`src/sv/sssc_pkg.sv`:
```
`default_nettype none
package sssc_pkg;

  // Card field widths
  localparam int SUIT_W = 8;
  localparam int VAL_W  = 4;

  // Default capacity of the card store
  localparam int DEF_MAX_CARDS = 32;

  // Stream data widths, padded to whole bytes
  localparam int IN_TDATA_W  = 16;
  localparam int OUT_TDATA_W = 16;

  // Sequencer states
  typedef enum logic [3:0] {
    ST_LOAD,
    ST_RD_I,
    ST_GET_I,
    ST_RD_J,
    ST_GET_J,
    ST_PLACE,
    ST_SWAP_P,
    ST_RD_OUT,
    ST_GET_OUT,
    ST_SEND
  } sssc_state_e;

endpackage
`default_nettype wire

```
`src/sv/sssc_store.sv`:
```
`default_nettype none
// Card store: one write port, one read port with registered read data.
module sssc_store
  import sssc_pkg::*;
#(
  parameter int DEPTH  = DEF_MAX_CARDS,
  parameter int DATA_W = SUIT_W + VAL_W + $clog2(DEF_MAX_CARDS)
) (
  input  wire logic                     clk_i,
  input  wire logic                     we_i,
  input  wire logic [$clog2(DEPTH)-1:0] waddr_i,
  input  wire logic [DATA_W-1:0]        wdata_i,
  input  wire logic [$clog2(DEPTH)-1:0] raddr_i,
  output logic      [DATA_W-1:0]        rdata_o
);

  logic [DATA_W-1:0] mem_q [DEPTH];

  // Write port
  always_ff @(posedge clk_i) begin
    if (we_i) begin
      mem_q[waddr_i] <= wdata_i;
    end
  end

  // Registered read port
  always_ff @(posedge clk_i) begin
    rdata_o <= mem_q[raddr_i];
  end

endmodule
`default_nettype wire

```
`src/sv/selection_sort_with_stability_check.sv`:
```
`default_nettype none
// Card sorter. Cards (suit byte, value 0..15) stream in on s_axis one per cycle and are
// stored with their arrival index; up to MAX_CARDS cards are kept per set, and further
// cards are dropped and reported through the overflowed flag. The card sent with tlast
// high closes the set and starts a selection sort by value (first strict minimum wins,
// so equal values can change order). The sorted cards then leave on m_axis, tlast high
// on the final one; every card carries order_stable, which is 1 when all cards of equal
// value kept their arrival order, and overflowed. The sort runs through the single read
// port of the card store, one read per compare, and each sorted card is then read back,
// captured and held on m_axis until it is taken. s_axis_tready is low from the closing
// card until the last sorted card has been taken.
module selection_sort_with_stability_check
  import sssc_pkg::*;
#(
  parameter int MAX_CARDS = DEF_MAX_CARDS
) (
  input  wire logic                   clk_i,
  input  wire logic                   rst_ni,
  // [7:0] card_suit, [11:8] card_value, [15:12] zero
  input  wire logic [IN_TDATA_W-1:0]  s_axis_tdata,
  input  wire logic                   s_axis_tlast,   // is_last
  input  wire logic                   s_axis_tvalid,
  output logic                        s_axis_tready,
  // [7:0] out_suit, [11:8] out_value, [12] order_stable, [13] overflowed, [15:14] zero
  output logic      [OUT_TDATA_W-1:0] m_axis_tdata,
  output logic                        m_axis_tlast,   // end_of_run
  output logic                        m_axis_tvalid,
  input  wire logic                   m_axis_tready
);

  localparam int AW = $clog2(MAX_CARDS);
  localparam int CW = $clog2(MAX_CARDS + 1);
  localparam int DW = SUIT_W + VAL_W + AW;
  localparam logic [CW-1:0] ONE_C = CW'(1);
  localparam logic [CW-1:0] MAX_C = CW'(MAX_CARDS);

  sssc_state_e state_q, state_d;

  logic [CW-1:0] count_q, count_d;
  logic          ovf_q, ovf_d;
  logic          stable_q, stable_d;
  logic [CW-1:0] i_q, i_d;
  logic [CW-1:0] j_q, j_d;
  logic [AW-1:0] pick_q, pick_d;
  logic [DW-1:0] cur_q, cur_d;
  logic [DW-1:0] min_q, min_d;
  logic [DW-1:0] prev_q, prev_d;
  logic [SUIT_W-1:0] out_suit_q, out_suit_d;
  logic [VAL_W-1:0]  out_value_q, out_value_d;
  logic              out_last_q, out_last_d;

  logic          mem_we;
  logic [AW-1:0] mem_waddr;
  logic [DW-1:0] mem_wdata;
  logic [AW-1:0] mem_raddr;
  logic [DW-1:0] mem_rdata;

  logic          in_acc;
  logic          out_acc;
  logic [CW-1:0] i_inc;
  logic [CW-1:0] j_inc;
  logic          i_more;
  logic          j_more;

  // Card fields: {order, value, suit}
  logic [VAL_W-1:0] rd_value, min_value, prev_value;
  logic [AW-1:0]    min_order, prev_order;

  assign rd_value   = mem_rdata[SUIT_W +: VAL_W];
  assign min_value  = min_q[SUIT_W +: VAL_W];
  assign prev_value = prev_q[SUIT_W +: VAL_W];
  assign min_order  = min_q[SUIT_W + VAL_W +: AW];
  assign prev_order = prev_q[SUIT_W + VAL_W +: AW];

  assign in_acc  = s_axis_tvalid && s_axis_tready;
  assign out_acc = m_axis_tvalid && m_axis_tready;
  assign i_inc   = i_q + ONE_C;
  assign j_inc   = j_q + ONE_C;
  assign i_more  = i_inc < count_q;
  assign j_more  = j_inc < count_q;

  sssc_store #(
    .DEPTH  (MAX_CARDS),
    .DATA_W (DW)
  ) u_store (
    .clk_i   (clk_i),
    .we_i    (mem_we),
    .waddr_i (mem_waddr),
    .wdata_i (mem_wdata),
    .raddr_i (mem_raddr),
    .rdata_o (mem_rdata)
  );

  // Next state
  always_comb begin
    state_d = state_q;
    case (state_q)
      ST_LOAD: begin
        if (in_acc && s_axis_tlast) state_d = ST_RD_I;
      end
      ST_RD_I:  state_d = ST_GET_I;
      ST_GET_I: state_d = i_more ? ST_RD_J : ST_PLACE;
      ST_RD_J:  state_d = ST_GET_J;
      ST_GET_J: state_d = j_more ? ST_RD_J : ST_PLACE;
      ST_PLACE: begin
        if (pick_q != i_q[AW-1:0]) state_d = ST_SWAP_P;
        else                       state_d = i_more ? ST_RD_I : ST_RD_OUT;
      end
      ST_SWAP_P:  state_d = i_more ? ST_RD_I : ST_RD_OUT;
      ST_RD_OUT:  state_d = ST_GET_OUT;
      ST_GET_OUT: state_d = ST_SEND;
      ST_SEND: begin
        if (m_axis_tready) state_d = out_last_q ? ST_LOAD : ST_RD_OUT;
      end
      default: state_d = ST_LOAD;
    endcase
  end

  // Datapath control and handshake outputs
  always_comb begin
    count_d     = count_q;
    ovf_d       = ovf_q;
    stable_d    = stable_q;
    i_d         = i_q;
    j_d         = j_q;
    pick_d      = pick_q;
    cur_d       = cur_q;
    min_d       = min_q;
    prev_d      = prev_q;
    out_suit_d  = out_suit_q;
    out_value_d = out_value_q;
    out_last_d  = out_last_q;
    mem_we      = 1'b0;
    mem_waddr   = '0;
    mem_wdata   = '0;
    mem_raddr   = '0;
    s_axis_tready = 1'b0;
    m_axis_tvalid = 1'b0;
    case (state_q)
      ST_LOAD: begin
        s_axis_tready = 1'b1;
        if (in_acc) begin
          if (count_q < MAX_C) begin
            mem_we    = 1'b1;
            mem_waddr = count_q[AW-1:0];
            mem_wdata = {count_q[AW-1:0], s_axis_tdata[SUIT_W +: VAL_W],
                         s_axis_tdata[SUIT_W-1:0]};
            count_d   = count_q + ONE_C;
          end else begin
            ovf_d = 1'b1;
          end
          if (s_axis_tlast) begin
            i_d      = '0;
            stable_d = 1'b1;
          end
        end
      end
      ST_RD_I: begin
        mem_raddr = i_q[AW-1:0];
      end
      ST_GET_I: begin
        cur_d  = mem_rdata;
        min_d  = mem_rdata;
        pick_d = i_q[AW-1:0];
        j_d    = i_inc;
      end
      ST_RD_J: begin
        mem_raddr = j_q[AW-1:0];
      end
      ST_GET_J: begin
        // strict less-than keeps the first minimum
        if (rd_value < min_value) begin
          min_d  = mem_rdata;
          pick_d = j_q[AW-1:0];
        end
        j_d = j_inc;
      end
      ST_PLACE: begin
        // minimum lands at position i; check order against the card placed before it
        mem_we    = 1'b1;
        mem_waddr = i_q[AW-1:0];
        mem_wdata = min_q;
        if ((i_q != '0) && (min_value == prev_value) && (min_order < prev_order)) begin
          stable_d = 1'b0;
        end
        prev_d = min_q;
        if (pick_q == i_q[AW-1:0]) begin
          i_d = i_more ? i_inc : '0;
        end
      end
      ST_SWAP_P: begin
        mem_we    = 1'b1;
        mem_waddr = pick_q;
        mem_wdata = cur_q;
        i_d       = i_more ? i_inc : '0;
      end
      ST_RD_OUT: begin
        mem_raddr = i_q[AW-1:0];
      end
      ST_GET_OUT: begin
        out_suit_d  = mem_rdata[SUIT_W-1:0];
        out_value_d = rd_value;
        out_last_d  = (i_inc == count_q);
      end
      ST_SEND: begin
        m_axis_tvalid = 1'b1;
        if (m_axis_tready) begin
          if (out_last_q) begin
            count_d = '0;
            ovf_d   = 1'b0;
          end else begin
            i_d = i_inc;
          end
        end
      end
      default: ;
    endcase
  end

  // Control registers
  always_ff @(posedge clk_i or negedge rst_ni) begin
    if (!rst_ni) begin
      state_q  <= ST_LOAD;
      count_q  <= '0;
      ovf_q    <= 1'b0;
      stable_q <= 1'b1;
      i_q      <= '0;
      j_q      <= '0;
      pick_q   <= '0;
    end else begin
      state_q  <= state_d;
      count_q  <= count_d;
      ovf_q    <= ovf_d;
      stable_q <= stable_d;
      i_q      <= i_d;
      j_q      <= j_d;
      pick_q   <= pick_d;
    end
  end

  // Payload registers
  always_ff @(posedge clk_i) begin
    cur_q       <= cur_d;
    min_q       <= min_d;
    prev_q      <= prev_d;
    out_suit_q  <= out_suit_d;
    out_value_q <= out_value_d;
    out_last_q  <= out_last_d;
  end

  assign m_axis_tdata = {2'b00, ovf_q, stable_q, out_value_q, out_suit_q};
  assign m_axis_tlast = out_last_q;

  // Checks
  a_one_side: assert property (@(posedge clk_i) disable iff (!rst_ni)
    !(s_axis_tready && m_axis_tvalid))
    else $error("input and output sides active together");

  a_count_cap: assert property (@(posedge clk_i) disable iff (!rst_ni)
    count_q <= MAX_C)
    else $error("card count beyond capacity");

  a_set_done: assert property (@(posedge clk_i) disable iff (!rst_ni)
    (out_acc && m_axis_tlast) |=> (count_q == '0 && !ovf_q && s_axis_tready))
    else $error("set not cleared after last sorted card");

  a_emit_nonempty: assert property (@(posedge clk_i) disable iff (!rst_ni)
    m_axis_tvalid |-> (count_q != '0 && i_q < count_q))
    else $error("emitting outside the stored set");

endmodule
`default_nettype wire

```
`config.mk`:
```
export PLATFORM = sky130hd
export DESIGN_NAME = selection_sort_with_stability_check
export DESIGN_NICKNAME = d
export VERILOG_FILES = /design/src/sv/sssc_pkg.sv /design/src/sv/sssc_store.sv /design/src/sv/selection_sort_with_stability_check.sv
export SDC_FILE = /design/constraint.sdc
export NUM_CORES = 1
export LEC_CHECK = 0
export BUFFER_PORTS_ARGS = -buffer_cell sky130_fd_sc_hd__buf_2
export CORE_MARGIN = 8
export CORE_UTILIZATION = 51
export CTS_CLUSTER_DIAMETER = 40
export DETAILED_ROUTE_END_ITERATION = 8
export GPL_ROUTABILITY_DRIVEN = 1
export PLACE_DENSITY = 0.68
export SETUP_SLACK_MARGIN = 0.3
export SYNTH_ARGS = -nofsm -noshare
export SYNTH_HDL_FRONTEND = slang
export SYNTH_SLANG_ARGS = --single-unit
```
`constraint.sdc`:
```
create_clock -name clk_i -period 4.2 [get_ports clk_i]
set_clock_uncertainty 0.1 [all_clocks]
set_input_delay 0.42 -clock clk_i [delete_from_list [all_inputs] [get_ports clk_i]]
set_output_delay 0.42 -clock clk_i [all_outputs]
set_load 0.03 [all_outputs]
```
==> impl_results.md <==
* Run status: complete, no violations
* Clock tree from TritonCTS: done
* Core Box Area at 49900 sq um
* Final worst path period share at 88.4%
* Syn Inst Count at 1535
* Maximum level of the CTS H-tree at 3
* Non-Filler Instances at 2390
* Top-area cell type share of the netlist area at 70.4%
* Layout overhead on the synthesized area at 17.2%
* Clk pin slew, worst setup/hold paths at 60 ps
* Clock period minus final worst setup slack at 3710 ps
* # nets final at 1695
* Power share of the combinational group at 23.1%
* Maximum capacitance violations at 0
* Flip-flop cell with the highest count after synthesis: sky130_fd_sc_hd__edfxtp_1
* Maximum fanout encountered on the critical timing path at 18
* Distinct cell type count of the synthesized netlist at 62
* Root buffer cell: sky130_fd_sc_hd__clkbuf_16
* Final WS setup at 487 ps
* Via count at 14012
* Slew Limit Headroom at 20.2%
* Cell-internal power at 0.0146 W
* Cell types occupying the most area after synthesis: sky130_fd_sc_hd__edfxtp_1 70%, sky130_fd_sc_hd__mux2i_1 12%, sky130_fd_sc_hd__o22ai_1 3.4%
* Final global-route overflow total at 0
* Share of power burned in registers at 42.4%
* Die height at 240 um
* Final estimated routing congestion in global placement at 0.874
* DR vias/cell at 5.86
* Worst-case vdd ir drop at 0.000415 V
* Critical-path cell with the highest stage delay: sky130_fd_sc_hd__dfrtp_1
* Number of failing hold endpoints at the final stage at 0
* DRC violation total after the first TritonRoute iteration at 1319
* Cell seen most often among critical-path stages: sky130_fd_sc_hd__nand2_1
* Initial Utilization at 51.3%
* Clock Power Share at 34.5%
* Endpoint arrival time on the critical path at 3900 ps
* Pin count of the biggest net entering global routing at 60
* TritonCTS buffer count at 80
* Inst Count DP at 2240
* Number of synthesized flops with an enable pin at 600
* Most common cell in the synthesized netlist: sky130_fd_sc_hd__edfxtp_1
* Class of the worst hold path: primary input to flop
* Routed wire per std cell at 23.8 um
* Synthesized cell area at 25600 sq um
* Sequential element share of the synthesized area at 74.6%
* CTS Sinks at 646
* Post-detailed-route count of antenna-violating nets at 0
* Worst hold-check slack at 36.9 ps
* Flops & latches, synth at 646
* Total die area at 57600 sq um
* CP Data Required Time at 4390 ps
* Actual slew at the worst max-slew pin at 1190 ps
* Minimum setup slack after placement at 485 ps
* Count of standard-cell rows at 82
* Start-to-end type of the worst setup path: flop to flop
* First-pass GRT wire length at 85800 um
* Remaining routing DRC violations at 0
* Wirelength, routed at 56800 um
* Floorplan die width at 240 um
* CP max stage delay at 590 ps
* Top post-synthesis cells by count: 600 x sky130_fd_sc_hd__edfxtp_1, 295 x sky130_fd_sc_hd__mux2i_1, 141 x sky130_fd_sc_hd__o22ai_1
* Drt first pass iters at 7
* Static Leak at 12.0 nW
* Endpoint type of the worst setup path: flop
* Global router's overall resource usage at 19.7%
* Unrepaired setup endpoints after global routing: false
* Clock network latency to the later pin of the worst-skew pair at 620 ps
* Upper clock frequency limit at 269 MHz
* Startpoint types: flop
* Post-synth ARST share at 4.49%
* Initial antenna violation count at 0
* Count of input and output buffers at 33
* Num ports at 40
* Sum Neg Setup Slack at 0 ps
* Maximum clock insertion buffer count at 3
* Fraction of power spent switching nets at 30.1%
* Detail Placement HPWL at 33600 um
* Chain of cells forming the critical path: nor4_2, and3_1, buf_4, nand2_1, nand2_1, nand2_1, nor2_2, buf_4
* Antenna cells at 0
* Power density normalized to cell area at 694 nW/um^2
* Cell taking the most area after synthesis: sky130_fd_sc_hd__edfxtp_1
* Mapped Avg Cell Area at 16.7 sq um
* Net load switching power at 0.00627 W
* Warning count from the yosys run at 0
* Filler Cell Count at 3634
* Number of global-route vias before repair at 14175
* Total setup violations reported at the end of the flow at 0
* Total count of max-transition violations in the final report at 0
* Share of post-route cells with drive strength above 1 at 17.7%
[placed cells by master, fill, tap and decap left out, types with 13 or more instances in the layout]
| cell type | count |
|---|---|
| sky130_fd_sc_hd__a222oi_1 | 15 |
| sky130_fd_sc_hd__nor2_1 | 23 |
| sky130_fd_sc_hd__buf_4 | 76 |
| sky130_fd_sc_hd__buf_12 | 13 |
| sky130_fd_sc_hd__inv_1 | 34 |
| sky130_fd_sc_hd__nand2_1 | 41 |
| sky130_fd_sc_hd__a21oi_1 | 18 |
| sky130_fd_sc_hd__bufinv_16 | 13 |
| sky130_fd_sc_hd__dfxtp_1 | 17 |
| sky130_fd_sc_hd__nand3_1 | 13 |
| sky130_fd_sc_hd__clkbuf_16 | 82 |
| sky130_fd_sc_hd__edfxtp_1 | 600 |
| sky130_fd_sc_hd__mux2i_1 | 295 |
| sky130_fd_sc_hd__o21ai_0 | 17 |
| sky130_fd_sc_hd__ha_1 | 22 |
| sky130_fd_sc_hd__buf_2 | 33 |
| sky130_fd_sc_hd__nor2_2 | 34 |
| sky130_fd_sc_hd__dfrtp_1 | 28 |
| sky130_fd_sc_hd__o22ai_1 | 141 |
| sky130_fd_sc_hd__nor4_1 | 36 |
[sequential cells by signal, indices dropped and copies added (netlist names), 6 cells and up]
register,count
prev_q,9
out_suit_q,8
count_q,6
j_q,6
u_store.rdata_o,17
cur_q,17
u_store.mem_q,544
min_q,17
i_q,6
[power groups by stage]
stage               combinational, W  sequential [W]  clock, W
floorplan                    0.00290         0.00877         0
global placement             0.00461         0.00893         0
detailed placement           0.00474         0.00896         0
CTS                          0.00478         0.00883   0.00729
global route                 0.00520         0.00889   0.00754
finish                       0.00480         0.00884   0.00718
[worst max-delay path, delay by kind of cell (launching register included)]
family	cells	cell delay (ps)
simple gates	6	2060
buf+inv	2	620
flops	1	590
[through the flow]
stage | instance area, sq um | util (%) | power (W)
6_report | 30000 | 60.1 | 0.0208
5_1_grt | 30000 | 60.1 | 0.0216
4_1_cts | 30000 | 60.1 | 0.0209
3_5_place_dp | 27100 | 54.4 | 0.0137
3_3_place_gp | 27100 | 54.4 | 0.0135
2_1_floorplan | 25600 | - | 0.0117
[cell families after synthesis]
family	count (synthesis)	synth area share (%)
AOI/OAI and AO/OA	231	6.05
other	1	0.0147
xor gates and xnor gates	18	0.645
buffers and inverters	124	2.15
DFF	646	74.6
muxes	298	11.7
adders and majority gates	22	1.08
and+or+nand+nor	195	3.82
[routing by layer]
metal,vias up,part of all wire [%],global-route usage [%]
li1,6353,-,-
met1,7073,43,27.2
met2,482,47,31.0
met3,104,7.1,4.24
met4,0,2.7,6.76
met5,-,0,0
[cell type report]
type / instances / area (sq um) / share of cell area (%)
repair buffers: 123 / 1010 / 3.36
inverters: 35 / 131 / 0.438
flip-flops and latches: 646 / 19100 / 63.6
clock inverters: 53 / 718 / 2.40
clock buffers: 95 / 2120 / 7.07
well taps: 672 / 841 / 2.80
multi-input cells: 766 / 6080 / 20.3
[worst paths after layout]
check | from | end | slack [ps] | cells past startpoint
worst min-delay path | m_axis_tready | state_q[0] | 40 | 2
worst min register to register | u_store.rdata_o[14] | cur_q[14] | 330 | 0
worst max register to register | state_q[1] | u_store.mem_q[23][14] | 490 | 8
max in group asynchronous | rst_ni | pick_q[0] | 3230 | 2
worst max-delay path | state_q[1] | u_store.mem_q[23][14] | 490 | 8
min in group asynchronous | rst_ni | count_q[4] | 300 | 2
[timing repair]
| item | CTS | global route |
|---|---|---|
| resized for setup | 0 | 0 |
| hold buffers | 1 | 0 |
| hold endpoints to repair | 28 | 0 |
| endpoints found under the setup margin | 0 | 203 |
| buffers inserted | 0 | 1 |
Note: power is estimated with default switching activity, not from simulation.
